File: config.mk
export PLATFORM = sky130hd
export DESIGN_NAME = tlv_local_set_indexer
export DESIGN_NICKNAME = d
export VERILOG_FILES = /design/src/rtl/tlvlsi_pkg.sv /design/src/rtl/tlvlsi_index.sv /design/src/rtl/tlv_local_set_indexer.sv
export SDC_FILE = /design/constraint.sdc
export NUM_CORES = 2
export LEC_CHECK = 0
export BUFFER_PORTS_ARGS = -buffer_cell sky130_fd_sc_hd__buf_2
export CAP_MARGIN = 10
export CORE_MARGIN = 2
export CORE_UTILIZATION = 40
export CTS_BUF_LIST = sky130_fd_sc_hd__clkbuf_16
export CTS_CLUSTER_DIAMETER = 30
export DETAILED_ROUTE_END_ITERATION = 16
export PLACE_DENSITY_LB_ADDON = 0.1
export SYNTH_ARGS = -nofsm -noshare
export SYNTH_HDL_FRONTEND = slang
export SYNTH_SLANG_ARGS = --single-unit
File: constraint.sdc
create_clock -name clk -period 4.7 [get_ports clk]
set_input_delay 0.47 -clock clk [delete_from_list [all_inputs] [get_ports clk]]
set_output_delay 0.47 -clock clk [all_outputs]
set_load 0.02 [all_outputs]
File: src/rtl/tlvlsi_pkg.sv
`default_nettype none

package tlvlsi_pkg;

  localparam int INDEX_DEPTH   = 64;
  localparam int IDX_BITS      = (INDEX_DEPTH > 1) ? $clog2(INDEX_DEPTH) : 1;
  localparam int CNT_BITS      = $clog2(INDEX_DEPTH + 1);
  localparam int POSITION_BITS = 20;

  localparam int CMD_BITS    = 2;
  localparam int TAG_BITS    = 16;
  localparam int LEN_BITS    = 16;
  localparam int OFFSET_BITS = 20;

  localparam logic [CMD_BITS-1:0] CMD_DATA   = 2'd0;
  localparam logic [CMD_BITS-1:0] CMD_LOOKUP = 2'd1;
  localparam logic [CMD_BITS-1:0] CMD_START  = 2'd2;

  typedef struct packed {
    logic [TAG_BITS-1:0]    tag;
    logic [OFFSET_BITS-1:0] offset;
    logic [LEN_BITS-1:0]    length;
  } idx_entry_t;

  // Search request: scan entries below count for key.
  typedef struct packed {
    logic                start;
    logic [TAG_BITS-1:0] key;
    logic [CNT_BITS-1:0] count;
  } idx_req_t;

  typedef struct packed {
    logic                en;
    logic [IDX_BITS-1:0] addr;
    idx_entry_t          entry;
  } idx_wr_t;

  typedef struct packed {
    logic       done;
    logic       hit;
    idx_entry_t entry;
  } idx_rsp_t;

endpackage

`default_nettype wire

File: src/rtl/tlvlsi_index.sv
`default_nettype none

module tlvlsi_index
  import tlvlsi_pkg::*;
(
  input  wire logic     clk,
  input  wire logic     rst,
  input  wire idx_req_t req,
  input  wire idx_wr_t  wr,
  output idx_rsp_t      rsp
);

  idx_entry_t mem [INDEX_DEPTH];

  logic                scanning;
  logic                rd_pend;
  logic                rd_last;
  logic                empty_done;
  logic [CNT_BITS-1:0] addr;
  logic [CNT_BITS-1:0] count_q;
  logic [TAG_BITS-1:0] key_q;
  idx_entry_t          rd_data;
  logic                match;
  logic [CNT_BITS-1:0] addr_inc;

  assign addr_inc = addr + CNT_BITS'(1);
  assign match    = rd_pend && (rd_data.tag == key_q);

  always_comb begin
    rsp.done  = empty_done || (rd_pend && (match || rd_last));
    rsp.hit   = match;
    rsp.entry = rd_data;
  end

  // Write port and registered read port.
  always_ff @(posedge clk) begin
    if (wr.en) begin
      mem[wr.addr] <= wr.entry;
    end
    if (scanning) begin
      rd_data <= mem[addr[IDX_BITS-1:0]];
    end
  end

  always_ff @(posedge clk) begin
    if (req.start) begin
      key_q   <= req.key;
      count_q <= req.count;
      addr    <= '0;
    end else if (scanning) begin
      rd_last <= (addr_inc == count_q);
      addr    <= addr_inc;
    end
  end

  always_ff @(posedge clk) begin
    if (rst) begin
      scanning   <= 1'b0;
      rd_pend    <= 1'b0;
      empty_done <= 1'b0;
    end else if (req.start) begin
      scanning   <= (req.count != '0);
      rd_pend    <= 1'b0;
      empty_done <= (req.count == '0);
    end else begin
      empty_done <= 1'b0;
      if (rsp.done) begin
        // stop on first match or after the last live entry
        scanning <= 1'b0;
        rd_pend  <= 1'b0;
      end else if (scanning) begin
        rd_pend <= 1'b1;
        if (addr_inc == count_q) begin
          scanning <= 1'b0;
        end
      end else begin
        rd_pend <= 1'b0;
      end
    end
  end

endmodule

`default_nettype wire

File: src/rtl/tlv_local_set_indexer.sv
// Data words: staged, then registered into the output; one word per cycle sustained while out_ready holds.
// Length-low data words and lookups scan the index RAM one entry per cycle,
//   reading at most entry_count entries and stopping at the first match.
// The scan of the index RAM sets the rate of those words.
// Reset clears the parser, flags and entry count; the index RAM is not cleared,
//   since only entries below entry_count are ever read.
`default_nettype none

module tlv_local_set_indexer
  import tlvlsi_pkg::*;
(
  input  wire logic                   clk,
  input  wire logic                   rst,
  input  wire logic                   in_valid,
  output logic                        in_ready,
  input  wire logic [CMD_BITS-1:0]    cmd,
  input  wire logic [7:0]             data_byte,
  input  wire logic                   last_byte,
  input  wire logic [TAG_BITS-1:0]    lookup_tag,
  output logic                        out_valid,
  input  wire logic                   out_ready,
  output logic                        found,
  output logic [OFFSET_BITS-1:0]      value_offset,
  output logic [LEN_BITS-1:0]         value_length,
  output logic                        set_complete,
  output logic                        malformed,
  output logic                        table_full
);

  typedef enum logic {
    S_IDLE,
    S_SCAN
  } state_t;

  typedef enum logic [2:0] {
    PH_TAG_A,
    PH_TAG_B,
    PH_LEN_H,
    PH_LEN_L,
    PH_VALUE,
    PH_ENDED
  } phase_t;

  // Parser state
  state_t                   state, state_next;
  phase_t                   phase, phase_next;
  logic [TAG_BITS-1:0]      tag, tag_next;
  logic [7:0]               len_hi, len_hi_next;
  logic [LEN_BITS-1:0]      skip, skip_next;
  logic [POSITION_BITS-1:0] pos, pos_next;
  logic                     err, err_next;
  logic                     ovf, ovf_next;
  logic [CNT_BITS-1:0]      count, count_next;

  // Context of the word under a scan
  logic op_add, last_q;

  // Result staging between the parser and the output register
  logic                   pend_valid;
  logic                   pend_found;
  logic [OFFSET_BITS-1:0] pend_offset;
  logic [LEN_BITS-1:0]    pend_length;
  logic                   pend_complete;
  logic                   pend_malformed;
  logic                   pend_full;
  logic                   pend_move;

  logic                   res_load;
  logic                   res_found;
  logic [OFFSET_BITS-1:0] res_offset;
  logic [LEN_BITS-1:0]    res_length;

  logic     accept;
  idx_req_t req;
  idx_wr_t  wr;
  idx_rsp_t rsp;

  tlvlsi_index u_index (
    .clk (clk),
    .rst (rst),
    .req (req),
    .wr  (wr),
    .rsp (rsp)
  );

  // Staged result moves on when the output register is free or being drained.
  assign pend_move = pend_valid && (!out_valid || out_ready);
  assign in_ready  = (state == S_IDLE) && (!pend_valid || pend_move);
  assign accept    = in_valid && in_ready;

  always_comb begin
    state_next  = state;
    phase_next  = phase;
    tag_next    = tag;
    len_hi_next = len_hi;
    skip_next   = skip;
    pos_next    = pos;
    err_next    = err;
    ovf_next    = ovf;
    count_next  = count;
    req         = '0;
    wr          = '0;
    res_load    = 1'b0;
    res_found   = 1'b0;
    res_offset  = '0;
    res_length  = '0;

    case (state)
      S_IDLE: begin
        if (accept) begin
          res_load = 1'b1;
          case (cmd)
            CMD_DATA: begin
              if (phase != PH_ENDED) begin
                pos_next = pos + POSITION_BITS'(1);
                case (phase)
                  PH_TAG_A: begin
                    tag_next   = {8'h00, data_byte};
                    phase_next = PH_TAG_B;
                  end
                  PH_TAG_B: begin
                    tag_next   = {tag[7:0], data_byte};
                    phase_next = PH_LEN_H;
                  end
                  PH_LEN_H: begin
                    len_hi_next = data_byte;
                    phase_next  = PH_LEN_L;
                  end
                  PH_LEN_L: begin
                    // header complete: search for a duplicate before adding
                    skip_next   = {len_hi, data_byte};
                    phase_next  = (skip_next == '0) ? PH_TAG_A : PH_VALUE;
                    req.start   = 1'b1;
                    req.key     = tag;
                    req.count   = count;
                    state_next  = S_SCAN;
                    res_load    = 1'b0;
                  end
                  default: begin
                    skip_next = skip - LEN_BITS'(1);
                    if (skip_next == '0) begin
                      phase_next = PH_TAG_A;
                    end
                  end
                endcase
                // end of set; the length-low word finishes this after its scan
                if (phase != PH_LEN_L && last_byte) begin
                  if (phase_next != PH_TAG_A) begin
                    err_next   = 1'b1;
                    count_next = '0;
                  end
                  phase_next = PH_ENDED;
                end
              end
            end
            CMD_LOOKUP: begin
              req.start  = 1'b1;
              req.key    = lookup_tag;
              req.count  = count;
              state_next = S_SCAN;
              res_load   = 1'b0;
            end
            CMD_START: begin
              phase_next  = PH_TAG_A;
              tag_next    = '0;
              len_hi_next = '0;
              skip_next   = '0;
              pos_next    = '0;
              err_next    = 1'b0;
              ovf_next    = 1'b0;
              count_next  = '0;
            end
            default: begin
              // unused code: hold state, report a miss
            end
          endcase
        end
      end
      S_SCAN: begin
        if (rsp.done) begin
          res_load   = 1'b1;
          state_next = S_IDLE;
          if (op_add) begin
            if (!rsp.hit) begin
              if (count == CNT_BITS'(INDEX_DEPTH)) begin
                ovf_next = 1'b1;
              end else begin
                wr.en           = 1'b1;
                wr.addr         = count[IDX_BITS-1:0];
                wr.entry.tag    = tag;
                wr.entry.offset = OFFSET_BITS'(pos);
                wr.entry.length = skip;
                count_next      = count + CNT_BITS'(1);
              end
            end
            if (last_q) begin
              if (phase != PH_TAG_A) begin
                err_next   = 1'b1;
                count_next = '0;
              end
              phase_next = PH_ENDED;
            end
          end else if (rsp.hit) begin
            res_found  = 1'b1;
            res_offset = rsp.entry.offset;
            res_length = rsp.entry.length;
          end
        end
      end
      default: begin
        state_next = S_IDLE;
      end
    endcase
  end

  always_ff @(posedge clk) begin
    if (rst) begin
      state      <= S_IDLE;
      phase      <= PH_TAG_A;
      tag        <= '0;
      len_hi     <= '0;
      skip       <= '0;
      pos        <= '0;
      err        <= 1'b0;
      ovf        <= 1'b0;
      count      <= '0;
      op_add     <= 1'b0;
      last_q     <= 1'b0;
      pend_valid <= 1'b0;
      out_valid  <= 1'b0;
    end else begin
      state  <= state_next;
      phase  <= phase_next;
      tag    <= tag_next;
      len_hi <= len_hi_next;
      skip   <= skip_next;
      pos    <= pos_next;
      err    <= err_next;
      ovf    <= ovf_next;
      count  <= count_next;

      if (accept) begin
        op_add <= (cmd == CMD_DATA);
        last_q <= last_byte;
      end

      if (res_load) begin
        pend_valid <= 1'b1;
      end else if (pend_move) begin
        pend_valid <= 1'b0;
      end

      if (pend_move) begin
        out_valid <= 1'b1;
      end else if (out_ready) begin
        out_valid <= 1'b0;
      end
    end

    // Payload registers: no reset
    if (res_load) begin
      pend_found     <= res_found;
      pend_offset    <= res_offset;
      pend_length    <= res_length;
      pend_complete  <= (phase_next == PH_ENDED) && !err_next;
      pend_malformed <= err_next;
      pend_full      <= ovf_next;
    end
    if (pend_move) begin
      found        <= pend_found;
      value_offset <= pend_offset;
      value_length <= pend_length;
      set_complete <= pend_complete;
      malformed    <= pend_malformed;
      table_full   <= pend_full;
    end
  end

  // The index never holds more entries than it has rows.
  a_count_bound: assert property (@(posedge clk) disable iff (rst)
    count <= CNT_BITS'(INDEX_DEPTH))
    else $error("entry count beyond index depth");

  // A new result never lands on a staged word that is not draining.
  a_no_overwrite: assert property (@(posedge clk) disable iff (rst)
    res_load |-> (!pend_valid || pend_move))
    else $error("staged word overwritten");

  // Scan answers come only while the parser waits for them.
  a_done_in_scan: assert property (@(posedge clk) disable iff (rst)
    rsp.done |-> (state == S_SCAN))
    else $error("index answer outside a scan");

  // An entry is written only after a missed duplicate search with room left.
  a_write_ok: assert property (@(posedge clk) disable iff (rst)
    wr.en |-> (rsp.done && !rsp.hit && count < CNT_BITS'(INDEX_DEPTH)))
    else $error("bad index write");

endmodule

`default_nettype wire
==> Flow_metrics.wiki <==
{| class="wikitable"
! Metric !! Value
|-
| Worst EP required || 5340 ps
|-
| Sink count of the clock tree || 3,571
|-
| Violation count after the first detailed-routing iteration || 7,960
|-
| Yosys synthesis warning count || 0
|-
| Library cell used as clock root buffer || sky130_fd_sc_hd__clkbuf_16
|-
| Gpl congestion || 0.805
|-
| Final cell count without fillers || 11,714
|-
| End of the worst register-to-register path || u_index.mem[51][20]
|-
| Top achievable clock speed || 251 MHz
|-
| Clock latency on the worst-skew pair || 1030 ps
|-
| Maximum number of buffers from clock root to sink || 4
|-
| Tot Pwr || 85.6 mW
|-
| Starting density of the core || 0.401
|-
| Antenna-violating nets left || 0
|-
| Number of instances in the placed design || 10,349
|-
| Relative slew slack || 0.179
|-
| Critical Path Source Type || register
|-
| Hold EP || len_hi[4]
|-
| Setup repair after global routing missed its margin || no
|-
| Number of enable-type register cells in the synthesized netlist || 3,484
|-
| Result of the run || complete, no violations
|-
| Count of mapped cells out of synthesis || 5,736
|-
| Global route hottest layer || met2
|-
| Total Nets Final || 6,605
|-
| Initial antenna violation count || 22
|-
| Number of unique standard cell types used by synthesis || 68
|-
| WP data arrival || 4620 ps
|-
| Pin count of the biggest net entering global routing || 105
|-
| Final number of hold-violating endpoints || 0
|-
| Type of the worst setup path || register to register
|-
| Iteration count of the initial detailed-routing pass || 7
|-
| Worst VDD drop || 0.352 mV
|-
| Post-synthesis instance area || 0.136 sq mm
|-
| Worst Hold Depth || 4
|-
| Die area || 0.345 sq mm
|-
| Least-Margin Pin Slew || 1220 ps
|-
| Launch point of the worst reg-to-reg path || count[1]
|-
| Share of synthesized area occupied by flip-flops and latches || 0.780
|-
| Area of all placed cells without fillers || 0.170 sq mm
|-
| Synthesized area divided by synthesized cell count || 23.8 sq um
|-
| I/O pin cnt || 73
|-
| Pwr dens || 503 mW/mm^2
|-
| Post-synth top flop || sky130_fd_sc_hd__edfxtp_1
|-
| Final setup skew || 50.2 ps
|-
| Clock edge transition at the registers on the reported setup and hold paths || 40 ps
|-
| Number of failing setup endpoints in the final timing report || 0
|-
| Maximum fanout along the worst path || 26
|-
| Fill count || 26,959
|-
| Final worst path period share || 0.847
|-
| Reg2Reg Setup Slack || 720 ps
|-
| Depth of the CTS H-tree || 6
|-
| Min-delay worst type || input port to register
|-
| Buffers added on ports || 72
|-
| Number of placement rows || 214
|-
| Vias in the first global route || 69,152
|-
| Yosys top cell by area || sky130_fd_sc_hd__edfxtp_1
|-
| PostCTS Resize Cnt || 0
|-
| Number of buffers created by CTS || 720
|-
| Clock tree from TritonCTS || built
|-
| Total DRC errors in the routed layout || 0
|-
| First-pass GRT wire length || 554,000 um
|-
| Placed cell area || 0.146 sq mm
|-
| Met2 demand-to-capacity share in global routing || 0.355
|-
| Vias per cell || 5.73
|-
| GRT Total Usage || 0.229
|-
| Worst reg-to-reg path cell count || 9
|-
| Vias || 67,088
|-
| Detailed placer's ending HPWL || 225,000 um
|-
| Leakage power || 47.5 nW
|-
| Tmin final || 3980 ps
|-
| Routing usage on met1 || 0.341
|-
| Final slew viol count || 0
|-
| Fraction of registers with async set/reset || 0
|-
| Hold path start || data_byte[4]
|-
| Gr ovfl total || 0
|-
| Core Region || 0.340 sq mm
|-
| Horizontal die dimension || 588 um
|-
| Routing usage on met3 || 0.0368
|-
| Portion of synthesized cell area occupied by the leading cell type || 0.768
|-
| Net count of the mapped netlist || 5,774
|-
| Setup crit start || count[1]
|-
| Area contributors post-synth || sky130_fd_sc_hd__edfxtp_1 77%, sky130_fd_sc_hd__mux4_2 18%, sky130_fd_sc_hd__dfxtp_1 1.3%
|-
| Worst setup EP type || register
|-
| Share of cells above drive strength 1 || 0.380
|-
| Die boundary height || 588 um
|-
| Number of violations of the max-capacitance limit || 0
|-
| Total of flip-flops plus latches after synthesis || 3,571
|-
| Detailed-route wire length per cell || 34.0 um
|-
| Final routed wirelength across all metal layers || 399,000 um
|-
| Layout overhead on the synthesized area || 24.8%
|}
metal layers:
| metal | wire (um) | vias up |
|---|---|---|
| met5 | 0 | - |
| met4 | 8000 | 0 |
| met3 | 25800 | 563 |
| met2 | 187000 | 2637 |
| met1 | 178000 | 37274 |
| li1 | - | 26614 |
timing repair:
action                                 in CTS  in global routing
buffers inserted                            0                  0
endpoints found under the hold margin      59                  0
hold buffers                               32                  0
cell families (layout without fill, tap and decap cells):
group	count (synthesis)	after routing	synth area share
other cells	0	7	0
mux	1109	1109	0.180
simple gates	519	519	0.0188
xor+xnor	56	56	0.00360
flops	3571	3571	0.780
buf+inv	317	1752	0.00900
compound gates	157	157	0.00707
fa+ha+maj	7	7	0.000643
cell usage after synthesis, drive strengths merged (2+ instances only):
cell type / instances
nand3b: 3
o31ai: 4
o21ai: 46
inv: 11
a31oi: 5
or4: 7
o32ai: 3
mux4: 1076
nand2b: 14
nor3: 20
and3: 55
edfxtp: 3484
clkbuf: 209
xnor2: 17
mux2: 16
nand3: 45
nor4: 12
ha: 7
nand4b: 2
mux2i: 17
o21a: 3
or3: 8
nand2: 104
xor2: 39
nand4: 16
a22oi: 28
a211oi: 2
nor2b: 11
or2: 3
a21oi: 48
buf: 96
nor2: 164
nor3b: 3
and2: 46
dfxtp: 87
layout by cell type, fill, tap and decap left out, drive strengths merged, types with 14 or more instances in the layout:
cell         instances
clkinvlp            76
clkinv             285
dfxtp               87
edfxtp            3484
nor3                20
mux2                16
xnor2               17
a22oi               28
o21ai               46
inv                161
dlygate4sd3         32
nand2b              14
nand3               45
and3                55
and2                46
xor2                39
bufinv              91
nand2              104
a21oi               48
mux4              1076
clkbuf             725
buf                382
mux2i               17
nor2               164
nand4               16
how the worst max path moves through the flow:
stage | to | cells past startpoint | slack [ps]
after floorplan | u_index.mem[59][0] | 11 | -270
after global placement | u_index.mem[51][33] | 9 | 780
after detailed placement | u_index.mem[51][33] | 9 | 780
after CTS | u_index.mem[27][23] | 9 | 750
after global routing | u_index.mem[27][6] | 9 | 610
final | u_index.mem[51][20] | 9 | 720
critical path, cell delays in order (launching register included):
cell and delay, ps:
sky130_fd_sc_hd__dfxtp_1 430, sky130_fd_sc_hd__inv_1 160, sky130_fd_sc_hd__ha_1 210, sky130_fd_sc_hd__and3_1 320, sky130_fd_sc_hd__inv_2 130, sky130_fd_sc_hd__ha_1 260
sky130_fd_sc_hd__inv_1 110, sky130_fd_sc_hd__or4_1 960, sky130_fd_sc_hd__nor2_4 390, sky130_fd_sc_hd__buf_4 540
sequential cells by signal, indices dropped and copies added, names as in the netlist, 20 cells and up:
name and count:
pend_offset 20, pos 20, u_index.mem 3328, u_index.rsp 52
value_offset 20
layout make-up:
| cell class | instances | area, sq um | area share |
|---|---|---|---|
| diodes | 7 | 17.5 | 0.000103 |
| clock inverters | 601 | 6070 | 0.0357 |
| repair buffers | 414 | 4500 | 0.0264 |
| inverters | 12 | 45.0 | 0.000265 |
| flip-flops and latches | 3571 | 106000 | 0.625 |
| multi-input cells | 1848 | 29300 | 0.172 |
| well taps | 4536 | 5680 | 0.0334 |
| clock buffers | 725 | 18100 | 0.107 |
power breakdown:
| part | total, mW | switching, mW | internal [mW] |
|---|---|---|---|
| combinational | 1.01 | 0.590 | 0.421 |
| clock | 50.0 | 16.9 | 33.0 |
| sequential | 34.6 | 0.0566 | 34.6 |
| total | 85.6 | 17.6 | 68.0 |
per-stage QoR:
stage / setup TNS (ps) / utilization / hold slack (ps) / setup slack [ps]
2_1_floorplan: -151730 / - / 400 / -271
3_3_place_gp: 0 / 0.429 / 402 / 776
3_5_place_dp: 0 / 0.429 / 405 / 779
4_1_cts: 0 / 0.501 / 229 / 751
5_1_grt: 0 / 0.501 / 273 / 614
6_report: 0 / 0.501 / 305 / 718
No activity file was read; power rests on OpenSTA's default activity.
